File: src/hw/rtl/scp_pkg.sv
`timescale 1ns / 1ps
// ----------------------------------------------------------------------------
// scp_pkg: shared types and constants of the sine/cosine generator
// Payload types, fixed-point formats and the Q30 polynomial coefficients.
// ----------------------------------------------------------------------------
package scp_pkg;

	// Payload types.
	typedef logic               op_t;
	typedef logic signed [31:0] angle_t;
	typedef logic signed [17:0] value_t;

	// Operation codes.
	localparam op_t OP_COS = 1'b0;
	localparam op_t OP_SIN = 1'b1;

	// Internal formats.
	typedef logic signed [48:0] xq32_t;   // angle in Q32 radians, sine offset applied
	typedef logic signed [15:0] turn_t;   // whole turn count
	typedef logic signed [51:0] rem_t;    // raw remainder and turn product
	typedef logic        [34:0] red_t;    // remainder in [0, 2pi), Q32
	typedef logic        [30:0] u30_t;    // folded angle, Q30
	typedef logic        [31:0] x2_t;     // square of folded angle, Q30
	typedef logic signed [31:0] acc_t;    // Horner accumulator, Q30

	// Reduction constants in Q32 radians.
	localparam xq32_t HALF_PI_X   = 49'sd6746518852;
	localparam logic signed [30:0] INV_TWO_PI = 31'sd683565276;
	localparam logic signed [35:0] TWO_PI_S   = 36'sd26986075409;

	// Fold thresholds on the reduced angle.
	localparam red_t HALF_PI_R       = 35'd6746518852;
	localparam red_t PI_R            = 35'd13493037705;
	localparam red_t THREE_HALF_PI_R = 35'd20239556557;
	localparam red_t TWO_PI_R        = 35'd26986075409;

	// Polynomial coefficients, Q30.
	localparam acc_t COEF0 = 32'sd1073734624;
	localparam acc_t COEF1 = -32'sd536776893;
	localparam acc_t COEF2 = 32'sd44547129;
	localparam acc_t COEF3 = -32'sd1364951;

	// Output limits.
	localparam logic signed [18:0] ONE_POS = 19'sd65536;
	localparam logic signed [18:0] ONE_NEG = -19'sd65536;
	localparam logic signed [32:0] ROUND_HALF = 33'sd8192;

endpackage

File: src/hw/rtl/scp_horner_step.sv
`timescale 1ns / 1ps
// ----------------------------------------------------------------------------
// scp_horner_step: one Horner step of the cosine polynomial
// Returns coef + floor(acc * x2 / 2^30) in Q30.
// ----------------------------------------------------------------------------
module scp_horner_step (
	input  scp_pkg::acc_t acc,
	input  scp_pkg::x2_t  x2,
	input  scp_pkg::acc_t coef,
	output scp_pkg::acc_t result
);
	import scp_pkg::*;

	logic signed [64:0] prod;
	logic signed [35:0] sum;

	always_comb begin
		prod = acc * $signed({1'b0, x2});
		// The upper bits of the product are the floor of the shift.
		sum = 36'(coef) + 36'(prod[64:30]);
		result = sum[31:0];
	end
endmodule

File: config.mk
export PLATFORM = sky130hd
export DESIGN_NAME = scp_horner_step
export DESIGN_NICKNAME = d
export VERILOG_FILES = /design/src/hw/rtl/scp_pkg.sv /design/src/hw/rtl/scp_horner_step.sv
export SDC_FILE = /design/constraint.sdc
export NUM_CORES = 2
export LEC_CHECK = 0
export BUFFER_PORTS_ARGS = -buffer_cell sky130_fd_sc_hd__buf_2
export CORE_ASPECT_RATIO = 0.5
export CORE_MARGIN = 4
export CORE_UTILIZATION = 45
export DETAILED_ROUTE_END_ITERATION = 16
export GPL_TIMING_DRIVEN = 0
export PLACE_DENSITY_LB_ADDON = 0.15
export SYNTH_ARGS = -nofsm -noshare
export SYNTH_HDL_FRONTEND = slang
export SYNTH_SLANG_ARGS = --single-unit
File: constraint.sdc
create_clock -name vclk -period 19.7
set_input_delay 4.925 -clock vclk [all_inputs]
set_output_delay 4.925 -clock vclk [all_outputs]
set_load 0.02 [all_outputs]
==> metrics.cfg <==
[floorplanning]
initial_core_util = 0.458
rows = 70
die_h_um = 201
dieArea_mm2 = 0.0795
core_mm2 = 0.0736
die_x_um = 395
pin_count = 128

[setup_path]
cpMostUsedCell = fa_1
cp-end-kind = output port
crit_arrival_ps = 14600
critical_path.max_fanout = 10
startpoint_type = input pin
worstSetupPathType = input pin to output port
worstPathRequired_ps = 14780
cpMaxStageDelayCell = fa_1
max_stage_delay_ps = 600

[final_layout]
seq_cell_count = 0
drive_gt1_frac = 0.0990
syn_to_final_growth_pct = 9.21
nNetsFinal = 5151
nClkBuffers = 0
seq_area_um2 = 0

[timing]
fin_ws_ps = 175
layout_min_cycle_time_ps = 19530
rsz0062_at_grt = yes
slew_viol_final = 0
max_freq_mhz = 51.2
slew_headroom = 0.408
final_hold_viol_count = 0
post-route-period-util = 0.991
worst_pin_slew_ps = 889
setup_viol = 0

[placed_design]
place_ws_ps = -1320
gp_congestion = 0.980
io_buffers = 128
place_hpwl_mm = 99.7

[yosys]
syn_inst = 3694
ys_top_cells_by_count = 897 x fa_1, 879 x inv_1, 579 x and2_1
ys_warn_count = 0
yosysMostFrequentCell = fa_1
synth_area_mm2 = 0.0337
syn-num-nets = 4993
synth_top_area_frac = 0.533
yosysUniqueCellTypes = 55
seq_area_frac_synth = 0
synthTopCellsByArea = fa_1 53%, ha_1 11%, and2_1 11%
yosysTopAreaCell = fa_1
syn_avg_cell_area_um2 = 9.11

[grt]
grt_use_met3 = 0.0751
grt.busiest_layer = met2
grt_max_degree = 11
grt_use_met1 = 0.424
grt_pass1_vias = 27801
grt_first_pass_wirelength_mm = 179
antenna_found_initial = 14
gr-usage-met2 = 0.472
grtUsageTotal = 0.304
grt_overflow = 0

[drt]
drtIter0Drc = 2042
vias_per_cell = 5.32
first_pass_iters = 7
drtAntennaViolNets = 0
drt-total-wl_mm = 118
drc = 0
via_count = 25667
wl_per_cell_um = 24.4

[hold_path]
hp-class = input pin to output port
holdPathStages = 3

[flow_run]
drv_cap = 0

[status]
status = complete, no violations

[cell usage in the layout (no fill, tap or decap), types with 4 or more instances in the layout]
cell and instances:
ha_1 296, clkbuf_1 27, nand2_1 447, xor2_1 19
nand2b_1 21, nor2b_1 6, o211ai_1 8, o21ai_0 21
fa_1 894, clkbuf_4 25, buf_2 119, o21bai_1 11
nor2_1 54, inv_1 878, a21o_1 31, buf_8 5
ha_4 5, a211oi_1 9, xnor2_1 43, nand4_1 10
a31o_2 4, buf_4 56, and2_1 577, clkbuf_2 86
buf_6 26, nand3_1 12, buf_12 5, o21ai_1 8
ha_2 5, nor3_1 8, diode_2 6, o21a_1 7
a21oi_1 58
[cells by family after synthesis]
kind of cell    count (synthesis)  synth area share
fa+ha+maj                    1203             0.647
simple gates                 1152             0.176
buf+inv                      1075             0.120
compound gates                197            0.0394
xor+xnor                       67            0.0174
[layout make-up]
class / instances / area [um2]
multi-input combinational: 2619 / 30000
buffer: 196 / 1340
timing repair buffer: 156 / 923
fill: 7095 / 36800
inverter: 879 / 3300
tap: 972 / 1220
antenna: 6 / 15.0
[per-stage QoR]
step | std cells | utilization | TNS (ps) | area [um2] | hold slack [ps]
2_1_floorplan | 3694 | - | 0 | 33700 | 10060
3_3_place_gp | 4794 | 0.483 | -17030 | 35500 | 10190
3_5_place_dp | 4794 | 0.483 | -18260 | 35500 | 10200
4_1_cts | 4799 | 0.489 | 0 | 35900 | 10200
5_1_grt | 4824 | 0.500 | -326 | 36800 | 10230
6_report | 4828 | 0.500 | 0 | 36800 | 10190
[critical path, delay by kind of cell]
family / cells / cell delay [ps]
buffers and inverters: 7 / 1160
AO/OA/AOI/OAI: 15 / 3480
XOR/XNOR: 2 / 340
AND/OR/NAND/NOR: 2 / 250
adder cells (fa/ha/maj): 10 / 4400
[worst paths after layout]
| path | start | to | slack [ps] |
|---|---|---|---|
| min | coef[0] | result[0] | 10190 |
| max | acc[13] | result[31] | 170 |
[per-layer routing]
layer	up-vias	wire [um]
met5	-	28
met4	4	4660
met3	237	12900
met2	1192	51500
met1	13223	48700
li1	11011	-
[repair_timing]
item / in CTS / in global routing
buffers inserted: 5 / 23
resized for setup: 154 / 414
hold buffers: 0 / 0
setup endpoints to repair: 24 / 16
pin swaps: 5 / 33
